===== config.mk =====
export PLATFORM = sky130hd
export DESIGN_NAME = lru_page_replacement_flat
export DESIGN_NICKNAME = d
export VERILOG_FILES = /design/src/rtl/lru_pkg.sv /design/src/rtl/lru_ref_if.sv /design/src/rtl/lru_res_if.sv /design/src/rtl/lru_cell.sv /design/src/rtl/lru_page_replacement.sv /design/src/flat_wrapper.sv
export SDC_FILE = /design/constraint.sdc
export NUM_CORES = 1
export LEC_CHECK = 0
export BUFFER_PORTS_ARGS = -buffer_cell sky130_fd_sc_hd__buf_2
export CAP_MARGIN = 10
export CORE_ASPECT_RATIO = 0.5
export CORE_MARGIN = 2
export CORE_UTILIZATION = 30
export DETAILED_ROUTE_END_ITERATION = 8
export RECOVER_POWER = 25
export SLEW_MARGIN = 10
export SYNTH_ARGS = -nofsm -noshare
export SYNTH_HDL_FRONTEND = slang
export SYNTH_SLANG_ARGS = --single-unit

===== constraint.sdc =====
create_clock -name clk -period 7.5 [get_ports clk]
set_clock_uncertainty 0.15 [all_clocks]
set_input_delay 1.5 -clock clk [delete_from_list [all_inputs] [get_ports clk]]
set_output_delay 1.5 -clock clk [all_outputs]
set_load 0.02 [all_outputs]

===== src/rtl/lru_pkg.sv =====
// ----------------------------------------------------------------------------
// lru_pkg
// shared widths, reset values and control types for the lru replacement block
// ----------------------------------------------------------------------------
`default_nettype none

package lru_pkg;

    localparam int PAGE_W  = 16;
    localparam int COUNT_W = 5;
    localparam int FAULT_W = 32;
    localparam int CFG_W   = 5;

    localparam logic [CFG_W-1:0]   CFG_RESET = 5'd16;
    localparam logic [FAULT_W-1:0] FAULT_MAX = 32'hFFFF_FFFF;

    // control broadcast to every cell of the chain
    typedef struct packed {
        logic en;
        logic insert;
        logic clear;
    } cell_ctrl_t;

endpackage

`default_nettype wire


===== src/rtl/lru_ref_if.sv =====
// ----------------------------------------------------------------------------
// lru_ref_if
// page reference channel with valid/ready handshake
// ----------------------------------------------------------------------------
`default_nettype none

interface lru_ref_if
    import lru_pkg::*;
();
    logic              valid;
    logic              ready;
    logic [PAGE_W-1:0] page_number;
    logic              last_reference;

    modport source (output valid, output page_number, output last_reference, input ready);
    modport sink   (input valid, input page_number, input last_reference, output ready);
endinterface

`default_nettype wire


===== src/rtl/lru_res_if.sv =====
// ----------------------------------------------------------------------------
// lru_res_if
// result channel with valid/ready handshake
// ----------------------------------------------------------------------------
`default_nettype none

interface lru_res_if
    import lru_pkg::*;
();
    logic               valid;
    logic               ready;
    logic               hit;
    logic               evicted_valid;
    logic [PAGE_W-1:0]  evicted_page;
    logic [COUNT_W-1:0] resident_count;
    logic [FAULT_W-1:0] fault_count;

    modport source (output valid, output hit, output evicted_valid, output evicted_page,
                    output resident_count, output fault_count, input ready);
    modport sink   (input valid, input hit, input evicted_valid, input evicted_page,
                    input resident_count, input fault_count, output ready);
endinterface

`default_nettype wire


===== src/rtl/lru_cell.sv =====
// ----------------------------------------------------------------------------
// lru_cell
// one slot of the recency stack: compare, shift from neighbor, tail report
// ----------------------------------------------------------------------------
`default_nettype none

module lru_cell
    import lru_pkg::*;
#(
    parameter int PAGE_BITS = 16
) (
    input  wire logic                 clk,
    input  wire logic                 rst_n,
    input  wire cell_ctrl_t           ctrl,
    input  wire logic [PAGE_BITS-1:0] page,
    input  wire logic                 match_in,
    output logic                      match_out,
    input  wire logic [PAGE_BITS-1:0] shift_in,
    output logic [PAGE_BITS-1:0]      entry,
    input  wire logic                 valid_prev,
    input  wire logic                 valid_after,
    output logic                      valid,
    input  wire logic [PAGE_BITS-1:0] tail_in,
    output logic [PAGE_BITS-1:0]      tail_out
);

    logic [PAGE_BITS-1:0] entry_reg;
    logic [PAGE_BITS-1:0] entry_next;
    logic                 valid_reg;
    logic                 valid_next;
    logic                 own_match;
    logic                 shift;
    logic                 is_tail;

    assign own_match = valid_reg && (entry_reg == page);
    assign match_out = match_in || own_match;

    // shift while no younger slot matched and this slot is in use or being filled
    assign shift = !match_in && (valid_reg || (ctrl.insert && valid_prev));

    assign is_tail  = valid_reg && !valid_after;
    assign tail_out = tail_in | ({PAGE_BITS{is_tail}} & entry_reg);

    always_comb
    begin
        entry_next = entry_reg;
        valid_next = valid_reg;
        if (ctrl.en)
        begin
            if (shift)
            begin
                entry_next = shift_in;
            end
            if (ctrl.clear)
            begin
                valid_next = 1'b0;
            end
            else if (ctrl.insert)
            begin
                valid_next = valid_reg || valid_prev;
            end
        end
    end

    always_ff @(posedge clk)
    begin
        entry_reg <= entry_next;
    end

    always_ff @(posedge clk or negedge rst_n)
    begin
        if (!rst_n)
        begin
            valid_reg <= 1'b0;
        end
        else
        begin
            valid_reg <= valid_next;
        end
    end

    assign entry = entry_reg;
    assign valid = valid_reg;

endmodule

`default_nettype wire


===== src/rtl/lru_page_replacement.sv =====
// ----------------------------------------------------------------------------
// lru_page_replacement
// lru page replacement engine built on a chain of compare/shift cells
// ----------------------------------------------------------------------------
// result: registered, offered in the cycle after its reference transfer
// throughput: one reference per cycle; the match and shift ripple through the
//   cell chain in the same cycle, so a stalled result only holds the input
// reset: stack empty, fault count zero, frames_reg at 16; no clearing pass
`default_nettype none

module lru_page_replacement
    import lru_pkg::*;
#(
    parameter int FRAMES    = 16,
    parameter int PAGE_BITS = 16
) (
    input  wire logic             clk,
    input  wire logic             rst_n,
    input  wire logic             cfg_we,
    input  wire logic [CFG_W-1:0] cfg_wdata,
    lru_ref_if.sink               refs,
    lru_res_if.source             results
);

    localparam int CNT_W = $clog2(FRAMES + 1);

    // configuration register
    logic [CFG_W-1:0] frames_reg;

    always_ff @(posedge clk or negedge rst_n)
    begin
        if (!rst_n)
        begin
            frames_reg <= CFG_RESET;
        end
        else if (cfg_we)
        begin
            frames_reg <= cfg_wdata;
        end
    end

    // effective limit: zero acts as one, anything above the frame count is capped
    logic [CNT_W-1:0] limit;

    always_comb
    begin
        if (frames_reg == '0)
        begin
            limit = CNT_W'(1);
        end
        else if (32'(frames_reg) > FRAMES)
        begin
            limit = CNT_W'(FRAMES);
        end
        else
        begin
            limit = CNT_W'(frames_reg);
        end
    end

    // run state
    logic [CNT_W-1:0]   occupied_reg;
    logic [CNT_W-1:0]   occupied_next;
    logic [FAULT_W-1:0] faults_reg;
    logic [FAULT_W-1:0] faults_next;

    // output register
    logic               out_valid_reg;
    logic               out_valid_next;
    logic               hit_reg;
    logic               ev_valid_reg;
    logic [PAGE_W-1:0]  ev_page_reg;
    logic [COUNT_W-1:0] resident_reg;
    logic [FAULT_W-1:0] fault_count_reg;

    // reference decode
    logic                 accept;
    logic [31:0]          page_wide;
    logic [PAGE_BITS-1:0] page;
    logic                 hit;
    logic                 has_room;
    logic                 insert;
    logic                 evict;
    logic [CNT_W-1:0]     occupied_after;
    logic [FAULT_W-1:0]   faults_after;
    logic [31:0]          ev_wide;
    cell_ctrl_t           ctrl;

    // next transfer may enter while the current result is being taken
    assign refs.ready = !out_valid_reg || results.ready;
    assign accept     = refs.valid && refs.ready;

    // keep only the low PAGE_BITS of the reference
    assign page_wide = 32'(refs.page_number);
    assign page      = page_wide[PAGE_BITS-1:0];

    // chain wiring: match ripples from the top slot down, tail page ripples up
    logic                 match_chain [0:FRAMES];
    logic [PAGE_BITS-1:0] tail_chain  [0:FRAMES];
    logic [PAGE_BITS-1:0] entries     [0:FRAMES-1];
    logic                 valids      [0:FRAMES-1];

    assign match_chain[0]      = 1'b0;
    assign tail_chain[FRAMES]  = '0;

    genvar k;
    generate
        for (k = 0; k < FRAMES; k++)
        begin : g_cell
            logic [PAGE_BITS-1:0] shift_src;
            logic                 valid_prev;
            logic                 valid_after;

            if (k == 0)
            begin : g_top
                assign shift_src  = page;
                assign valid_prev = 1'b1;
            end
            else
            begin : g_mid
                assign shift_src  = entries[k-1];
                assign valid_prev = valids[k-1];
            end

            if (k == FRAMES - 1)
            begin : g_bottom
                assign valid_after = 1'b0;
            end
            else
            begin : g_inner
                assign valid_after = valids[k+1];
            end

            lru_cell #(
                .PAGE_BITS (PAGE_BITS)
            ) u_cell (
                .clk         (clk),
                .rst_n       (rst_n),
                .ctrl        (ctrl),
                .page        (page),
                .match_in    (match_chain[k]),
                .match_out   (match_chain[k+1]),
                .shift_in    (shift_src),
                .entry       (entries[k]),
                .valid_prev  (valid_prev),
                .valid_after (valid_after),
                .valid       (valids[k]),
                .tail_in     (tail_chain[k+1]),
                .tail_out    (tail_chain[k])
            );
        end
    endgenerate

    assign hit      = match_chain[FRAMES];
    assign has_room = occupied_reg < limit;
    assign insert   = !hit && has_room;
    // full (or limit lowered below occupancy): bottom slot goes out
    assign evict    = !hit && !has_room;

    assign ctrl.en     = accept;
    assign ctrl.insert = insert;
    assign ctrl.clear  = refs.last_reference;

    assign occupied_after = occupied_reg + CNT_W'(insert);
    assign faults_after   = (!hit && (faults_reg != FAULT_MAX)) ? faults_reg + FAULT_W'(1)
                                                                 : faults_reg;
    assign ev_wide = evict ? 32'(tail_chain[0]) : '0;

    always_comb
    begin
        occupied_next  = occupied_reg;
        faults_next    = faults_reg;
        out_valid_next = out_valid_reg;
        if (results.ready)
        begin
            out_valid_next = 1'b0;
        end
        if (accept)
        begin
            out_valid_next = 1'b1;
            // end of run clears after its own result is formed
            if (refs.last_reference)
            begin
                occupied_next = '0;
                faults_next   = '0;
            end
            else
            begin
                occupied_next = occupied_after;
                faults_next   = faults_after;
            end
        end
    end

    always_ff @(posedge clk or negedge rst_n)
    begin
        if (!rst_n)
        begin
            occupied_reg  <= '0;
            faults_reg    <= '0;
            out_valid_reg <= 1'b0;
        end
        else
        begin
            occupied_reg  <= occupied_next;
            faults_reg    <= faults_next;
            out_valid_reg <= out_valid_next;
        end
    end

    // result payload, loaded on each reference transfer
    always_ff @(posedge clk)
    begin
        if (accept)
        begin
            hit_reg         <= hit;
            ev_valid_reg    <= evict;
            ev_page_reg     <= ev_wide[PAGE_W-1:0];
            resident_reg    <= COUNT_W'(occupied_after);
            fault_count_reg <= faults_after;
        end
    end

    assign results.valid          = out_valid_reg;
    assign results.hit            = hit_reg;
    assign results.evicted_valid  = ev_valid_reg;
    assign results.evicted_page   = ev_page_reg;
    assign results.resident_count = resident_reg;
    assign results.fault_count    = fault_count_reg;

endmodule

`default_nettype wire


===== src/flat_wrapper.sv =====
// flat-port wrapper written by rule: the top's interface ports become plain ports
module lru_page_replacement_flat import lru_pkg::*;
#(
    parameter int FRAMES    = 16,
    parameter int PAGE_BITS = 16
)
  (clk, rst_n, cfg_we, cfg_wdata, refs_valid, refs_page_number, refs_last_reference, refs_ready, results_valid, results_hit, results_evicted_valid, results_evicted_page, results_resident_count, results_fault_count, results_ready);
  lru_ref_if refs_i ();
  lru_res_if results_i ();
  input  wire logic clk;
  input  wire logic rst_n;
  input  wire logic cfg_we;
  input  wire logic [CFG_W-1:0] cfg_wdata;
  input wire logic [$bits(refs_i.valid)-1:0] refs_valid;
  input wire logic [$bits(refs_i.page_number)-1:0] refs_page_number;
  input wire logic [$bits(refs_i.last_reference)-1:0] refs_last_reference;
  output wire logic [$bits(refs_i.ready)-1:0] refs_ready;
  output wire logic [$bits(results_i.valid)-1:0] results_valid;
  output wire logic [$bits(results_i.hit)-1:0] results_hit;
  output wire logic [$bits(results_i.evicted_valid)-1:0] results_evicted_valid;
  output wire logic [$bits(results_i.evicted_page)-1:0] results_evicted_page;
  output wire logic [$bits(results_i.resident_count)-1:0] results_resident_count;
  output wire logic [$bits(results_i.fault_count)-1:0] results_fault_count;
  input wire logic [$bits(results_i.ready)-1:0] results_ready;
  assign refs_i.valid = refs_valid;
  assign refs_i.page_number = refs_page_number;
  assign refs_i.last_reference = refs_last_reference;
  assign refs_ready = refs_i.ready;
  assign results_valid = results_i.valid;
  assign results_hit = results_i.hit;
  assign results_evicted_valid = results_i.evicted_valid;
  assign results_evicted_page = results_i.evicted_page;
  assign results_resident_count = results_i.resident_count;
  assign results_fault_count = results_i.fault_count;
  assign results_i.ready = results_ready;
  lru_page_replacement #(.FRAMES(FRAMES), .PAGE_BITS(PAGE_BITS)) u_core (.clk(clk), .rst_n(rst_n), .cfg_we(cfg_we), .cfg_wdata(cfg_wdata), .refs(refs_i), .results(results_i));
endmodule

Word level (Yosys, flattened, before mapping)
Cells that the tools add are included.
Storage, ports and cells
  input port bits: 27
  output and inout bits: 57
  bits in registers: 370
Cells by class
  add/sub/neg operators: 2
  bitwise gates (word level): 31
  mux-type cells: 39
  order comparisons: 2
  equal/unequal tests: 17
  reductions and logical operators: 165
Operator list (number)
  $and A16 B16 Y16: 16
  $eq A16 B16 Y1: 16
  $or A16 B16 Y16: 15
  $logic_and A1 B1 Y1: 65
  $mux W32: 2
  $logic_or A1 B1 Y1: 47
  $mux W1: 34
  $reduce_and A2 Y1: 17
  $logic_not A1 Y1: 33
  $add A32 B1 Y32 const B: 1
  $ne A32 B32 Y1 const B: 1
  $mux W5: 3
  $add A5 B1 Y5: 1
  $gt A5 B5 Y1 const B: 1
  $logic_not A5 Y1: 1
  $lt A5 B5 Y1: 1
  $reduce_bool A2 Y1: 2

Depth between registers and ports, before layout
Gate-level depths: netlist of run 1.
  word-level depth: 23
  depth in mapped cells: 16
  depth with buffers taken out: 13

By module
From an unflattened synthesis of run 1, not the netlist that was laid out.
Unflattened totals
  cells, all modules: 1440
  area, all modules: 18541.5 um^2
Modules (own cells, without submodules)
  lru_cell: instances 16, cells each 62, area each 852.1 um^2
  lru_page_replacement: instances 1, cells each 448, area each 4908.5 um^2

Worst setup path after synthesis of run 1
No wires, ideal clock.
  path kind: in2reg
  start point: input port results_ready
  end point: register u_core.g_cell[14].u_cell.entry_reg[0], enable pin
  stages: 7
  library setup time: 0.430 ns
  arrival time: 6.141 ns
  path slack: 0.778 ns
  data required time: 6.920 ns
  path through: nand2b_1 -> nand2_1 -> inv_1 -> clkbuf_1 -> nand2_1 -> or3_1 -> nor4_1
Between the ends
  word-level cells in the longest chain between the ends: 3
Ends and longest elaborated chain
  start, declared: RTL line flat_wrapper.sv:24  | input wire logic [$bits(results_i.ready)-1:0] results_ready;
  $logic_or A1 B1 Y1: RTL line lru_page_replacement.sv:90  | assign refs.ready = !out_valid_reg || results.ready;
  $logic_and A1 B1 Y1: RTL line lru_page_replacement.sv:91  | assign accept = refs.valid && refs.ready;
  named net u_core.accept: RTL line lru_page_replacement.sv:77  | logic accept;
  $reduce_and A2 Y1 (no line)
  end signal, assigned: RTL line lru_cell.sv:67  | entry_reg <= entry_next;
  end, declared: RTL line lru_cell.sv:27  | logic [PAGE_BITS-1:0] entry_reg;
The timed path passes the listed nets, and every way through them passes these cells.
A chain may end at the register's enable or synchronous reset.

Final worst setup path of run 1
  start point: input port refs_page_number[13]
  end point: register u_core.g_cell[12].u_cell.entry_reg[7], enable pin
Between the ends
  word-level cells in the longest chain between the ends: 23
  elaborated cells on any way between the ends: 54
  classes of those cells: eq/ne (16); reduce/logical (38)
Ends and longest elaborated chain
  start, declared: RTL line flat_wrapper.sv:15  | input wire logic [$bits(refs_i.page_number)-1:0] refs_page_number;
  $eq A16 B16 Y1: RTL line lru_cell.sv:35  | assign own_match = valid_reg && (entry_reg == page);
  $logic_and A1 B1 Y1: RTL line lru_cell.sv:35
  $logic_or A1 B1 Y1 (15 in a row): RTL line lru_cell.sv:36  | assign match_out = match_in || own_match;
  $logic_not A1 Y1: RTL line lru_page_replacement.sv:156  | assign insert = !hit && has_room;
  $logic_and A1 B1 Y1: RTL line lru_page_replacement.sv:156
  $logic_and A1 B1 Y1: RTL line lru_cell.sv:39  | assign shift = !match_in && (valid_reg || (ctrl.insert && valid_prev));
  $logic_or A1 B1 Y1: RTL line lru_cell.sv:39
  $logic_and A1 B1 Y1 *: RTL line lru_cell.sv:39
  $reduce_and A2 Y1 (no line) *
  end signal, assigned: RTL line lru_cell.sv:67
  end, declared: RTL line lru_cell.sv:27
Every way passes the cells marked *; elsewhere a longest branch is shown, timed or not.

==> results.yml, run 1 <==
routing:
  ant_nets: 0
  num_vias: 13600
  wl_mm: 64.1
  drc_errors: 0
  drt_iter0_markers: 1707
  wl_per_cell_um: 26.2
  detail_route.first_pass.iterations: 5
  viasPerCell: 5.53
floorplan:
  core_area_sq_um: 61500
  ios: 84
  fp.dieArea_sq_um: 64700
  placementRows: 64
  start_util: 0.305
  die_h_um: 181
  die_w_um: 358
clock_network:
  clock_latency_ns: 0.56
  cts.sinks: 370
  cts_tree: "built"
  cts_max_level: 2
  ctsHoldBuffers: 0
  root_buffer: "clkbuf_16"
  cts_inserted_buffers: 38
  cts.clk_slew.worst_paths_ns: 0.07
  cts_buffer_depth: 3
  post-cts-setup-buffer-count: 0
  ctsResizeCount: 0
grt:
  grt_overflow_total: 0
  grt_pass1_wl_mm: 92.8
  antenna_found_initial: 7
  first_global_vias: 13300
  grt_max_degree: 64
  globalRouteTotalUtil: 0.196
power_and_ir_drop:
  peakVddDrop_mv: 0.163
  p_per_area_nw_per_um2: 326
  p_leak_nw: 7.01
synth:
  synth-edff-count: 311
  ys_seq_elements: 370
  synth_nets: 1556
  async_reset_ff_frac: 0.159
  avgSynthCellArea_sq_um: 12.3
  synth-main-ff-cell: "edfxtp_1"
  synth_cell_types: 69
  synthCells: 1522
  syn_area_sq_um: 18800
  yosysWarnings: 0
  ys_seq_area_frac: 0.576
timing:
  finalCritPeriodShare: 0.749
  fmax_mhz: 178
  hold_viol: 0
  fin_tns_setup_ns: 0
  setup_viol: 0
  maxSlewHeadroom: 0.248
  period_minus_slack_ns: 5.62
  rsz0062_at_grt: "no"
  slew_violations: 0
  tightestPinTransition_ns: 1.13
worst_setup_path:
  worstSetupEndpointType: "flip-flop"
  ff2ff_path_depth: 11
  startpoint_type: "input pin"
  regToRegStartpoint: "u_core.g_cell[1].u_cell.entry[13]"
  r2r_end: "u_core.g_cell[12].u_cell.entry[7]"
  worstSetupPathType: "in2reg"
  crit_path_end: "u_core.g_cell[12].u_cell.entry[7]"
  r2r_slack_ns: 2.78
  cp_max_fo: 17
  critPathArrivalTime_ns: 5.70
  required_ns: 7.59
  critPathLaunch: "refs_page_number[13]"
placed_design:
  dpl.hpwl_mm: 48.5
  gp_congestion: 0.983
  port_buffers: 83
final_layout:
  area_growth_pct: 13.0
  fillers: 6101
  most-common-layout-cells: "edfxtp_1 (311), xnor2_1 (203), nand2_1 (107)"
  fin_nets: 1623
  drive_above_1_share: 0.145
  largest_reg_flops: 256
  regArea_sq_um: 10800
  finish.utilization: 0.345
  final_common_cell: "edfxtp_1"
  multiInputGateArea_sq_um: 7370
status:
  outcome: "finished clean"
job:
  drv_cap: 0
worst_hold_path:
  min_path_type: "reg2reg"
-- critical path, stage by stage --
cell and delay, ns:
buf_2 0.47, xor2_1 0.33, or4_1 0.20, or4_1 0.15, o22ai_1 0.21, nor4_1 0.80, and2_1 0.61, and2_1 0.27
buf_4 0.26, a21oi_1 0.12, nor3_2 0.45, buf_4 0.30
-- worst min path at each step --
stage                                                  start                                  to  slack, ns  cells after the start
after global routing       u_core.g_cell[8].u_cell.entry[13]   u_core.g_cell[9].u_cell.entry[13]       0.36                      0
final                       u_core.g_cell[8].u_cell.entry[3]    u_core.g_cell[9].u_cell.entry[3]       0.35                      0
after global placement     u_core.g_cell[14].u_cell.entry[3]   u_core.g_cell[15].u_cell.entry[3]       0.33                      0
after CTS                   u_core.g_cell[8].u_cell.entry[3]    u_core.g_cell[9].u_cell.entry[3]       0.35                      0
after detailed placement   u_core.g_cell[8].u_cell.entry[13]   u_core.g_cell[9].u_cell.entry[13]       0.33                      0
after floorplan           u_core.g_cell[14].u_cell.entry[12]  u_core.g_cell[15].u_cell.entry[12]       0.32                      0
-- per-layer routing --
metal	wire, um	part of all wire	global-route usage
met1	26300	0.41	0.258
met2	29700	0.46	0.315
met4	1810	0.028	0.0541
met3	6320	0.098	0.0543
met5	26	0.00041	0
-- final cells by class --
class,count,area share
Antenna cell,5,0.000590
Clock buffer,45,0.0475
Clock inverter,25,0.0114
Inverter,15,0.00265
Multi-Input combinational cell,1047,0.347
Sequential cell,370,0.510
Tap cell,825,0.0487
Timing Repair Buffer,117,0.0316
-- cells in the mapped netlist (all sizes together), types with 18 or more instances --
library cell / instances / area share
dfrtp: 58 / 0.077
nor4: 26 / 0.0095
nor2: 67 / 0.013
nand2: 108 / 0.022
xor2: 88 / 0.041
a221oi: 27 / 0.013
a21oi: 18 / 0.0048
clkbuf: 45 / 0.0090
a22o: 20 / 0.0093
or4: 30 / 0.012
nand3: 71 / 0.020
o21ai: 46 / 0.012
buf: 45 / 0.024
nor3: 19 / 0.0051
edfxtp: 311 / 0.50
nand4: 72 / 0.026
a22oi: 76 / 0.030
xnor2: 203 / 0.095
-- logic make-up (layout without fill, tap and decap cells) --
family                     Yosys count  in the layout  synth area share
xor gates and xnor gates           291            291             0.136
AOI/OAI and AO/OA                  248            248            0.0963
adders and majority gates            7              7           0.00467
and+or+nand+nor                    495            495             0.148
other                                0              5                 0
DFF                                370            370             0.576
buffers and inverters              105            202            0.0357
muxes                                6              6           0.00347
-- report_power, final --
part | total, mW | leakage, nW | internal (mW) | switching, mW
Combinational | 1.89 | 2.73 | 0.622 | 1.27
Clock | 1.93 | 0.593 | 1.08 | 0.849
Sequential | 3.09 | 3.68 | 2.67 | 0.414
Total | 6.91 | 7.01 | 4.38 | 2.53
-- through the flow --
step                instances  setup WS (ns)  power, mW  area (sq um)  hold slack, ns
floorplan                1522          0.778       4.10         18800           0.321
global placement         2374           1.45       4.95         19900           0.329
detailed placement       2374           1.40       4.95         19900           0.334
CTS                      2444           1.95       6.89         21200           0.349
global route             2444           1.65       7.18         21200           0.357
finish                   2449           1.88       6.91         21200           0.350
Power figures use the tool's default switching activity.
==> inputs of run 2 (changes only) <==
- clock period: 7.5 -> 5.35 ns (I/O delays scaled with it)
==> results.yml, run 2 (same netlist as run 1, synthesis figures left out) <==
status:
  outcome: "finished clean"
floorplan:
  ios: 84
  fp.dieArea_sq_um: 64700
  die_h_um: 181
  placementRows: 64
  start_util: 0.305
  die_w_um: 358
  core_area_sq_um: 61500
worst_hold_path:
  whs_endpoint: "u_core.g_cell[12].u_cell.entry[2]"
  min-delay-start: "u_core.g_cell[11].u_cell.entry[2]"
  whs_path_depth: 0
  min_path_type: "reg2reg"
worst_setup_path:
  regToRegStartpoint: "u_core.g_cell[1].u_cell.entry[0]"
  critPathLaunch: "refs_page_number[9]"
  worstSetupEndpointType: "flip-flop"
  r2r_end: "u_core.g_cell[2].u_cell.entry[13]"
  cp_max_fo: 17
  required_ns: 5.44
  worstSetupPathType: "in2reg"
  critPathArrivalTime_ns: 4.56
  r2r_slack_ns: 1.33
  startpoint_type: "input pin"
  ff2ff_path_depth: 12
timing:
  hold_viol: 0
  rsz0062_at_grt: "no"
  maxSlewHeadroom: 0.178
  slew_violations: 0
  period_minus_slack_ns: 4.47
  tightestPinTransition_ns: 1.23
  fmax_mhz: 224
  setup_viol: 0
  finalCritPeriodShare: 0.836
  fin_tns_setup_ns: 0
routing:
  viasPerCell: 5.48
  drt_iter0_markers: 1536
  detail_route.first_pass.iterations: 5
  wl_per_cell_um: 25.6
  wl_mm: 63.1
  drc_errors: 0
  ant_nets: 0
  num_vias: 13500
power_and_ir_drop:
  p_leak_nw: 7.11
  p_seq_frac: 0.448
  peakVddDrop_mv: 0.224
  p_sw_mw: 3.51
  swShare: 0.365
  p_int_mw: 6.11
  p_comb_frac: 0.272
  p_per_area_nw_per_um2: 451
  power.share.clock: 0.280
clock_network:
  cts.sinks: 370
  cts.clk_slew.worst_paths_ns: 0.06
  ctsHoldBuffers: 0
  cts_tree: "built"
  clock_latency_ns: 0.57
  cts_max_level: 2
  ctsResizeCount: 0
  cts_inserted_buffers: 38
  cts_buffer_depth: 3
  post-cts-setup-buffer-count: 0
  root_buffer: "clkbuf_16"
grt:
  grt_pass1_wl_mm: 91.1
  grt_overflow_total: 0
  antenna_found_initial: 7
  first_global_vias: 13200
  globalRouteTotalUtil: 0.192
  grt_max_degree: 60
final_layout:
  largest_reg_flops: 256
  stdcell_count: 2469
  drive_above_1_share: 0.151
  fin_nets: 1645
  area_growth_pct: 13.7
  final_common_cell: "edfxtp_1"
  fillers: 6173
  regArea_sq_um: 10800
  multiInputGateArea_sq_um: 7370
  most-common-layout-cells: "edfxtp_1 (311), xnor2_1 (203), nand2_1 (107)"
job:
  drv_cap: 0
placed_design:
  port_buffers: 83
  dp_cells: 2396
  gp_congestion: 0.956
  dpl.hpwl_mm: 48.4
## run 2: cell types whose count changed in the layout (fill, tap and decap cells not counted), moves of 2 or more
cell        previous run  this run
buf_4                 34        56
clkbuf_1               4        10
clkinvlp_4             7         2
clkbuf_8               3         0
clkinv_1               5         7
diode_2                5         3
inv_6                  4         2
## run 2: final cells by class
type                       count  share of cell area
multi-input combinational   1047               0.345
timing repair buffer         139              0.0392
sequential                   370               0.507
clock buffer                  49              0.0475
inverter                      15             0.00264
antenna                        3            0.000352
tap                          825              0.0484
clock inverter                21             0.00973
## run 2: layer usage
metal | track usage | vias up | routed length, um
met4 | 0.0527 | 6 | 1540
met1 | 0.260 | 6858 | 26800
met5 | 0 | - | 37
met2 | 0.305 | 599 | 29000
li1 | - | 5970 | -
met3 | 0.0495 | 86 | 5760
## run 2: worst max path at each step
stage / endpoint / slack [ns] / depth (start not counted)
floorplan: u_core.g_cell[14].u_cell.entry[0] / 0.09 / 7
global placement: u_core.occupied_reg[2] / 0.40 / 15
detailed placement: u_core.g_cell[4].u_cell.entry[9] / 0.38 / 13
CTS: u_core.g_cell[4].u_cell.entry[6] / 0.97 / 13
global route: u_core.g_cell[4].u_cell.entry[6] / 0.74 / 13
finish: u_core.g_cell[4].u_cell.entry[6] / 0.88 / 13
## run 2: power by group through the flow
stage                     clock network, mW  registers, mW  logic, mW
final                                  2.69           4.31       2.62
after CTS                              2.74           4.29       2.58
after detailed placement                  0           4.35       2.57
after floorplan                           0           4.16       1.58
after global routing                   2.87           4.35       2.80
after global placement                    0           4.34       2.56
## run 2: stage by stage
stage	worst slack, ns	util	instance area, sq um	hold slack (ns)	total power, mW
CTS	0.967	0.347	21300	0.347	9.61
floorplan	0.0945	-	18800	0.321	5.74
global placement	0.402	0.327	20100	0.327	6.89
global route	0.738	0.347	21300	0.361	10.0
detailed placement	0.383	0.327	20100	0.334	6.92
finish	0.878	0.347	21300	0.349	9.63
## run 2: worst max-delay path: stages
cell	delay, ns
buf_2	0.52
xnor2_1	0.24
and4_1	0.28
nand4_1	0.11
o22ai_1	0.15
nor4_1	0.41
buf_4	0.21
and2_1	0.13
and2_1	0.61
buf_4	0.29
a21oi_1	0.09
nor4_2	0.14
buf_4	0.29
==> inputs of run 3 (changes only) <==
- ABC_AREA: default -> 1
- clock period: 5.35 -> 4.45 ns (I/O delays scaled with it)
==> results.yml, run 3 <==
floorplan:
  core_area_sq_um: 61400
  fp.dieArea_sq_um: 64500
  die_w_um: 357
  start_util: 0.305
  placementRows: 64
  die_h_um: 181
  ios: 84
status:
  outcome: "finished with violations"
  violations: "DRC"
routing:
  drc_errors: 10
  viasPerCell: 5.35
  drt_iter0_markers: 2581
  wl_per_cell_um: 23.9
  detail_route.first_pass.iterations: 9
  num_vias: 16000
  ant_nets: 0
  wl_mm: 71.3
worst_setup_path:
  worstSetupPathType: "in2reg"
  cp_max_fo: 14
  worstSetupEndpointType: "flip-flop"
  slowest_delay_ns: 0.50
  startpoint_type: "input pin"
  required_ns: 4.52
  cp_slowest_cell: "nor2_1"
  critPathArrivalTime_ns: 4.07
  crit_family: "simple AND/OR/NAND/NOR gates"
  path_buf_inv: 3
  crit_path_cell_trace: "buf_2 -> inv_2 -> o21ai_0 -> nor2_1 -> nand2_1 -> nor2_1 -> nand3_1 -> and3_1 -> and3_1 -> nand4_1 -> nor2_1 -> nand2_1 -> nor2_1 -> buf_4"
  cp_common_cell: "nor2_1"
clock_network:
  clock_latency_ns: 0.56
  cts.clk_slew.worst_paths_ns: 0.06
  cts_buffer_depth: 3
  ctsHoldBuffers: 0
  cts_inserted_buffers: 40
  cts_tree: "built"
  root_buffer: "clkbuf_16"
  post-cts-setup-buffer-count: 0
  cts.sinks: 370
  ctsResizeCount: 0
  cts_max_level: 2
timing:
  fin_tns_setup_ns: 0
  tightestPinTransition_ns: 1.16
  slew_violations: 0
  fin_ws_ns: 0.447
  hold_viol: 0
  period_minus_slack_ns: 4.00
  fmax_mhz: 250
  maxSlewHeadroom: 0.229
  rsz0062_at_grt: "no"
  finalCritPeriodShare: 0.900
  setup_viol: 0
synth:
  ys_seq_elements: 370
  synthCells: 2008
  synth-main-ff-cell: "edfxtp_1"
  synth_nets: 2042
  async_reset_ff_frac: 0.159
  yosysWarnings: 0
  synth_cell_types: 53
  synth_common_cells: "nand2_1 (615), edfxtp_1 (311), inv_1 (236)"
  synth.top_cell.area_share: 0.499
  yosys.area.top_type: "edfxtp_1"
  avgSynthCellArea_sq_um: 9.32
  synth-edff-count: 311
  synthTopCellsByArea: "edfxtp_1 (50%), nand2_1 (12%), dfrtp_1 (7.8%), inv_1 (4.7%), o21ai_0 (3.5%)"
  synthMostInstantiatedCell: "nand2_1"
  ys_seq_area_frac: 0.578
  syn_area_sq_um: 18700
final_layout:
  multiInputGateArea_sq_um: 6570
  area_growth_pct: 15.9
  drive_above_1_share: 0.126
  most-common-layout-cells: "nand2_1 (615), edfxtp_1 (311), inv_1 (235)"
  final_common_cell: "nand2_1"
  fin_nets: 2166
  fillers: 6249
  regArea_sq_um: 10800
  largest_reg_flops: 256
placed_design:
  dp_slack_ns: 0.117
  gp_congestion: 1.03
  dpl.hpwl_mm: 53.6
  port_buffers: 83
grt:
  first_global_vias: 15300
  grt_overflow_total: 0
  grt_max_degree: 52
  globalRouteTotalUtil: 0.218
  grt_pass1_wl_mm: 103
  antenna_found_initial: 1
power_and_ir_drop:
  peakVddDrop_mv: 0.218
  p_per_area_nw_per_um2: 383
  p_leak_nw: 8.80
job:
  drv_cap: 0
worst_hold_path:
  min_path_type: "reg2reg"
-- run 3: cell types whose count changed in the layout (fill, tap and decap cells not counted), sizes merged, moves of 45 or more --
| cell | change |
|---|---|
| nand4 | -45 |
| inv | +238 |
| nor2 | +113 |
| xnor2 | -197 |
| a22oi | -66 |
| o21ai | +122 |
| nand2 | +510 |
-- run 3: final timing paths --
kind / from / endpoint / depth (start not counted) / slack, ns
setup / recovery: refs_page_number[12] / u_core.g_cell[11].u_cell.entry[1] / 14 / 0.45
hold / removal: u_core.g_cell[12].u_cell.entry[4] / u_core.g_cell[13].u_cell.entry[4] / 0 / 0.28
setup reg to reg: u_core.frames_reg[3] / u_core.g_cell[2].u_cell.entry[10] / 11 / 0.56
hold reg to reg: u_core.g_cell[12].u_cell.entry[4] / u_core.g_cell[13].u_cell.entry[4] / 0 / 0.28
max in group asynchronous: rst_n / u_core.frames_reg[4] / 2 / 2.73
min in group asynchronous: rst_n / u_core.faults_reg[31] / 1 / 0.39
-- run 3: area by class of cell --
cell class                      count  area share
Antenna cell                        1    0.000115
Tap cell                          825      0.0476
Clock inverter                     19     0.00883
Timing Repair Buffer              152      0.0457
Inverter                          255      0.0443
Multi-Input combinational cell   1313       0.303
Sequential cell                   370       0.499
Clock buffer                       52      0.0520
-- run 3: cells by family (layout without fill, tap and decap cells) --
group | after synthesis | in the layout | share of synthesized area
AO/OA/AOI/OAI | 344 | 344 | 0.118
XOR/XNOR | 52 | 52 | 0.0251
adder cells (fa/ha/maj) | 7 | 7 | 0.00468
buffers and inverters | 325 | 478 | 0.0747
flip-flops | 370 | 370 | 0.578
multiplexers | 1 | 1 | 0.000602
other | 0 | 1 | 0
AND/OR/NAND/NOR | 909 | 909 | 0.199
-- run 3: layer usage --
layer  routed length [um]  global-route usage  share of wire  vias up
li1                     -                   -              -     7052
met1                28400               0.298           0.40     7693
met2                30200               0.325           0.42     1038
met3                 9180              0.0564           0.13      202
met4                 3520              0.0970          0.049        0
met5                    0                   0              0        -
-- run 3: report_power, final --
group / switching, mW / internal, mW
Sequential: 0.0889 / 3.87
Combinational: 0.673 / 0.253
Clock: 1.46 / 1.97
Total: 2.22 / 6.10
-- run 3: per-stage QoR --
stage | util | total power [mW] | instance area, sq um | hold WS, ns | instances
3_3_place_gp | 0.332 | 4.92 | 20400 | 0.282 | 2915
2_1_floorplan | - | 4.50 | 18700 | 0.276 | 2008
6_report | 0.353 | 8.32 | 21700 | 0.279 | 2987
5_1_grt | 0.353 | 8.58 | 21700 | 0.294 | 2986
4_1_cts | 0.353 | 8.34 | 21700 | 0.136 | 2986
3_5_place_dp | 0.332 | 4.93 | 20400 | 0.283 | 2915
